`config.mk`:
```
export PLATFORM = sky130hd
export DESIGN_NAME = three_term_recurrence_checksum_flat
export DESIGN_NICKNAME = d
export VERILOG_FILES = /design/src/ttrc_pkg.sv /design/src/ttrc_stream_if.sv /design/src/ttrc_step.sv /design/src/three_term_recurrence_checksum.sv /design/src/flat_wrapper.sv
export SDC_FILE = /design/constraint.sdc
export NUM_CORES = 1
export LEC_CHECK = 0
export BUFFER_PORTS_ARGS = -buffer_cell sky130_fd_sc_hd__buf_2
export CELL_PAD_IN_SITES_DETAIL_PLACEMENT = 0
export CELL_PAD_IN_SITES_GLOBAL_PLACEMENT = 2
export CORE_AREA = 2 2 191 193
export DETAILED_ROUTE_END_ITERATION = 10
export DIE_AREA = 0 0 193 195
export PLACE_DENSITY = 0.89
export SYNTH_ARGS = -nofsm -noshare
export SYNTH_HDL_FRONTEND = slang
export SYNTH_SLANG_ARGS = --single-unit
```
`constraint.sdc`:
```
create_clock -name clk -period 17.2 [get_ports clk]
set_clock_uncertainty 0.2 [all_clocks]
set_input_delay 0 -clock clk [delete_from_list [all_inputs] [get_ports clk]]
set_output_delay 0 -clock clk [all_outputs]
set_load 0.03 [all_outputs]
```
`src/ttrc_pkg.sv`:
```
`default_nettype none

package ttrc_pkg;

	typedef struct packed {
		logic [7:0] data_byte;
		logic       last_byte;
	} in_t;

	typedef struct packed {
		logic [15:0] checksum;
		logic        is_final;
	} out_t;

	typedef struct packed {
		logic [15:0] older;
		logic [15:0] newer;
		logic [7:0]  position;
		logic        in_msg;
	} state_t;

	localparam state_t STATE_RESET = '{older: 16'd1, newer: 16'd1, position: 8'd0, in_msg: 1'b0};

	localparam logic [15:0] FIRST_OFFSET = 16'd7;
	localparam logic [16:0] MODULUS      = 17'd65535;
	// multiple of the modulus that lifts the most negative difference above zero
	localparam logic [25:0] FOLD_BIAS    = 26'(65535 * 256);

endpackage

`default_nettype wire

```
`src/ttrc_stream_if.sv`:
```
`default_nettype none

interface ttrc_stream_if #(
	parameter type payload_t = logic
);
	logic     valid;
	logic     ready;
	payload_t payload;

	modport source (output valid, output payload, input ready);
	modport sink (input valid, input payload, output ready);
endinterface

`default_nettype wire

```
`src/ttrc_step.sv`:
```
`default_nettype none

module ttrc_step (
	input  ttrc_pkg::state_t cur,
	input  ttrc_pkg::in_t    item,
	output ttrc_pkg::state_t nxt,
	output logic [15:0]      term
);
	logic [7:0]  alpha;
	logic [7:0]  beta;
	logic [8:0]  coef_a;
	logic [24:0] prod_a;
	logic [23:0] prod_b;
	logic        neg;
	logic [25:0] biased;
	logic [16:0] fold;
	logic [16:0] red;
	logic [15:0] first_term;

	always_comb begin
		// 17*i and 31*i, low byte only
		alpha  = cur.position + {cur.position[3:0], 4'b0000};
		beta   = {cur.position[2:0], 5'b00000} - cur.position;
		coef_a = {1'b0, item.data_byte} + {1'b0, alpha};
		prod_a = 25'(coef_a) * 25'(cur.newer);
		prod_b = 24'(beta) * 24'(cur.older);
		// a wrapped 64-bit difference is one higher modulo 65535
		neg    = prod_a < {1'b0, prod_b};
		biased = 26'(prod_a) - 26'(prod_b) + ttrc_pkg::FOLD_BIAS + 26'(neg);
		fold   = 17'(biased[25:16]) + 17'(biased[15:0]);
		red    = (fold >= ttrc_pkg::MODULUS) ? fold - ttrc_pkg::MODULUS : fold;
		first_term = {8'd0, item.data_byte} + ttrc_pkg::FIRST_OFFSET;

		if (!cur.in_msg) begin
			term         = first_term;
			nxt.older    = 16'd1;
			nxt.newer    = first_term;
			nxt.position = 8'd1;
		end else begin
			term         = red[15:0];
			nxt.older    = cur.newer;
			nxt.newer    = red[15:0];
			nxt.position = cur.position + 8'd1;
		end
		nxt.in_msg = 1'b1;

		if (item.last_byte) begin
			nxt = ttrc_pkg::STATE_RESET;
		end
	end
endmodule

`default_nettype wire

```
`src/three_term_recurrence_checksum.sv`:
```
`default_nettype none
// An accepted request is held in the input register; its result is then registered in the output register.
// Throughput: one byte per cycle while the output is not stalled; the term update from the held state to the next
// state is combinational logic (two small multiplies and a 65535 fold).
// Output stalls back up through the input register; no bubble while both sides flow.
// Reset (arst_n low) clears the message state and drops all pending requests.
module three_term_recurrence_checksum (
	input  wire logic       clk,
	input  wire logic       arst_n,
	ttrc_stream_if.sink     msg,
	ttrc_stream_if.source   sum
);
	logic              valid_s1;
	ttrc_pkg::in_t     item_s1;
	ttrc_pkg::state_t  state_q;
	ttrc_pkg::state_t  state_nxt;
	logic [15:0]       term;
	logic              out_valid_q;
	ttrc_pkg::out_t    out_q;
	logic              advance;

	assign advance   = valid_s1 && (!out_valid_q || sum.ready);
	assign msg.ready = !valid_s1 || advance;

	ttrc_step u_step (
		.cur  (state_q),
		.item (item_s1),
		.nxt  (state_nxt),
		.term (term)
	);

	always_ff @(posedge clk or negedge arst_n) begin
		if (!arst_n) begin
			valid_s1    <= 1'b0;
			out_valid_q <= 1'b0;
			state_q     <= ttrc_pkg::STATE_RESET;
		end else begin
			if (msg.ready) begin
				valid_s1 <= msg.valid;
			end
			if (advance) begin
				out_valid_q <= 1'b1;
				state_q     <= state_nxt;
			end else if (sum.ready) begin
				out_valid_q <= 1'b0;
			end
		end
	end

	always_ff @(posedge clk) begin
		if (msg.ready && msg.valid) begin
			item_s1 <= msg.payload;
		end
		if (advance) begin
			out_q.checksum <= term;
			out_q.is_final <= item_s1.last_byte;
		end
	end

	assign sum.valid   = out_valid_q;
	assign sum.payload = out_q;

	a_sum_range: assert property (@(posedge clk) disable iff (!arst_n)
		out_valid_q |-> out_q.checksum != 16'hFFFF)
		else $error("checksum outside residue range");

	a_idle_state: assert property (@(posedge clk) disable iff (!arst_n)
		!state_q.in_msg |-> (state_q.position == 8'd0 && state_q.older == 16'd1))
		else $error("idle state not at restart values");

	a_last_restarts: assert property (@(posedge clk) disable iff (!arst_n)
		(advance && item_s1.last_byte) |=> !state_q.in_msg)
		else $error("state not restarted after final byte");

	a_advance_fills: assert property (@(posedge clk) disable iff (!arst_n)
		advance |=> out_valid_q)
		else $error("result lost after advance");

	a_s1_holds: assert property (@(posedge clk) disable iff (!arst_n)
		(valid_s1 && !advance) |=> (valid_s1 && $stable(item_s1)))
		else $error("stalled input register changed");
endmodule

`default_nettype wire

```
`src/flat_wrapper.sv`:
```
// flat-port wrapper written by rule: the top's interface ports become plain ports
module three_term_recurrence_checksum_flat 
  (clk, arst_n, msg_valid, msg_payload, msg_ready, sum_valid, sum_payload, sum_ready);
  ttrc_stream_if #(.payload_t(ttrc_pkg::in_t)) msg_i ();
  ttrc_stream_if #(.payload_t(ttrc_pkg::out_t)) sum_i ();
  input  wire logic clk;
  input  wire logic arst_n;
  input wire logic [$bits(msg_i.valid)-1:0] msg_valid;
  input wire logic [$bits(msg_i.payload)-1:0] msg_payload;
  output wire logic [$bits(msg_i.ready)-1:0] msg_ready;
  output wire logic [$bits(sum_i.valid)-1:0] sum_valid;
  output wire logic [$bits(sum_i.payload)-1:0] sum_payload;
  input wire logic [$bits(sum_i.ready)-1:0] sum_ready;
  assign msg_i.valid = msg_valid;
  assign msg_i.payload = msg_payload;
  assign msg_ready = msg_i.ready;
  assign sum_valid = sum_i.valid;
  assign sum_payload = sum_i.payload;
  assign sum_i.ready = sum_ready;
  three_term_recurrence_checksum u_core (.clk(clk), .arst_n(arst_n), .msg(msg_i), .sum(sum_i));
endmodule
```
==> flow_summary.ini <==
[synthesis]
synth_cell_types = 78
ys_ff_latch = 69
syn-num-nets = 2095
ys_seq_area_share_pct = 12.59
synthTopCellsByArea = fa_1, ha_1, inv_1, dfrtp_1, and2_1
synth_top_area_cell = fa_1
syn_area_um2 = 14770
synth-edff-count = 26
synth_top_area_share_pct = 25.89
synthCells = 1709
yosysWarnings = 0
async_reset_ff_share_pct = 62.32
synth_ff_type = dfrtp_1
syn_area_per_cell_um2 = 8.643

[floorplanning]
fp.dieArea_um2 = 37640
start_util_pct = 41.73
core.rowCount = 69
core_area_um2 = 35400
die-height_um = 195
ios = 32
die_x_um = 193

[place]
portBuffers = 31
finalWeightedCongestion = 0.8442
dp_hpwl_um = 31760

[worst_setup_path]
critical_path_class = flop to flop
crit_arrival_ps = 14260
crit_fanout = 16
crit_required_ps = 17240
end_kind = flop
cpPeakStageDelay_ps = 840
worst_path_most_repeated_cell = ha_1
cp-start-kind = flop
cp_slowest_cell = nor4_1

[timing]
slew_headroom_pct = 20.58
finalCritPeriodShare_pct = 82.65
drv_slew = 0
finalCriticalPeriod_ps = 14220
worstMarginPinSlew_ps = 1190
hold_viol_final = 0
rsz0062_at_grt = false
tns_ps = 0
fmax_ghz = 0.07034
finalSetupViolCount = 0

[clocking]
path_clk_slew_ps = 60
root_buffer = clkbuf_16
tritoncts = done
numCtsBuffers = 9
ctsLongestPathBuffers = 2
worstSkewPairLatency_ps = 340
cts_setup_buffers = 0
cts_sinks = 69
cts-htree-levels = 3

[route]
num_vias = 11420
antenna_left = 0
drc = 0
via_per_inst = 5.227
drt-initial-drc-count = 633
routed_wl_um = 38600
avgRoutedWirePerCell_um = 17.67
drt_pass1_iterations = 5

[final_layout]
area.growth.synth_to_final_pct = 7.353
mostFrequentLayoutCells = inv_1, nand2_1, fa_1
drive_gt1_share_pct = 5.684
num-nets-final = 2105
insertedDiodeCount = 0
mostFrequentLayoutCell = inv_1

[hold_path]
hold_class = input port to flop

[global_routing]
grt_pass1_wl_um = 63640
grt_pass1_vias = 11604
grt.overflow.total = 0
grtUsageTotal_pct = 21.60
grt_start_max_net_pins = 44
antenna_found_initial = 0

[flow_run]
cap_violations = 0

[run_status]
run_status = finished clean
==> final cells by class <==
cell class                      instances  area (um^2)
Inverter                              315         1182
Fill cell                            3541        19540
Clock buffer                            9        225.2
Timing Repair Buffer                   59        397.9
Sequential cell                        69         1859
Tap cell                              461        576.8
Clock inverter                          7        62.56
Multi-Input combinational cell       1265        11550
==> routing by layer <==
layer	vias up	track usage (%)	wire length (um)
met2	183	36.15	18510
met4	0	3.676	605
met5	-	0	0
met3	23	1.366	1293
met1	5712	31.13	18200
li1	5502	-	-
==> critical path, delay by kind of cell (launching register included) <==
| kind | cells | cell delay, ps |
|---|---|---|
| flip-flops | 1 | 520 |
| XOR/XNOR | 2 | 350 |
| AND/OR/NAND/NOR | 5 | 1640 |
| AO/OA/AOI/OAI | 25 | 6500 |
| adder cells (fa/ha/maj) | 12 | 4720 |
| buffers and inverters | 3 | 160 |
==> state kept, by name, indices dropped and copies added, names as in the netlist <==
| signal | cells |
|---|---|
| u_core.valid_s1 | 1 |
| u_core.item_s1 | 9 |
| u_core.state_q | 41 |
| u_core.sum.valid | 1 |
| u_core.sum.payload | 17 |
==> synthesized netlist by cell type, types with 7 or more instances <==
library cell and n:
a21o_1 22, a21oi_1 68, a22o_1 15, a31oi_1 9, and2_1 147, and3_1 13, buf_1 9, clkbuf_1 50
dfrtp_1 41, edfxtp_1 26, fa_1 191, ha_1 182, inv_1 315, nand2_1 194, nand2b_1 16, nand3_1 20
nand4_1 7, nor2_1 59, nor2b_1 8, nor3_1 28, o211ai_1 13, o21a_1 10, o21ai_0 52, o21bai_1 10
xnor2_1 62, xor2_1 40
==> through the flow <==
| stage | instances | util (%) | hold WS, ps | setup WS [ps] | cell area [um^2] |
|---|---|---|---|---|---|
| finish | 2185 | 44.80 | 161.7 | 2984 | 15860 |
| global route | 2185 | 44.80 | 165.4 | 2044 | 15860 |
| CTS | 2185 | 44.80 | 157.8 | 3103 | 15860 |
| detailed placement | 2156 | 43.62 | -21.22 | 3168 | 15440 |
| global placement | 2156 | 43.62 | -23.12 | 3399 | 15440 |
| floorplan | 1709 | - | -495.6 | 4530 | 14770 |
==> what timing repair did <==
action,CTS,global route
endpoints found under the hold margin,52,0
hold buffers,13,0
resized for setup,0,0
==> final timing paths <==
| check | startpoint | endpoint | slack [ps] | depth (start not counted) |
|---|---|---|---|---|
| worst min register to register | u_core.valid_s1 | u_core.sum.valid | 300 | 1 |
| min in group asynchronous | arst_n | u_core.state_q[3] | 180 | 2 |
| worst min-delay path | msg_payload[7] | u_core.item_s1[7] | 160 | 2 |
| worst max-delay path | u_core.state_q[5] | u_core.state_q[14] | 2980 | 47 |
| worst max register to register | u_core.state_q[5] | u_core.state_q[14] | 2980 | 47 |
| max in group asynchronous | arst_n | u_core.state_q[22] | 16000 | 2 |
==> logic make-up (layout without fill, tap and decap cells) <==
logic type                 Yosys count  after routing  share of synthesized area, %
DFF                                 69             69                         12.59
muxes                                3              3                        0.2118
adders and majority gates          373            373                         41.30
AOI/OAI and AO/OA                  259            259                         12.14
and+or+nand+nor                    528            528                         18.17
buffers and inverters              375            390                         9.538
xor gates and xnor gates           102            102                         6.048
Power is not shown: default switching activity piles up to over one toggle a cycle in this logic, so the estimate is an artifact.
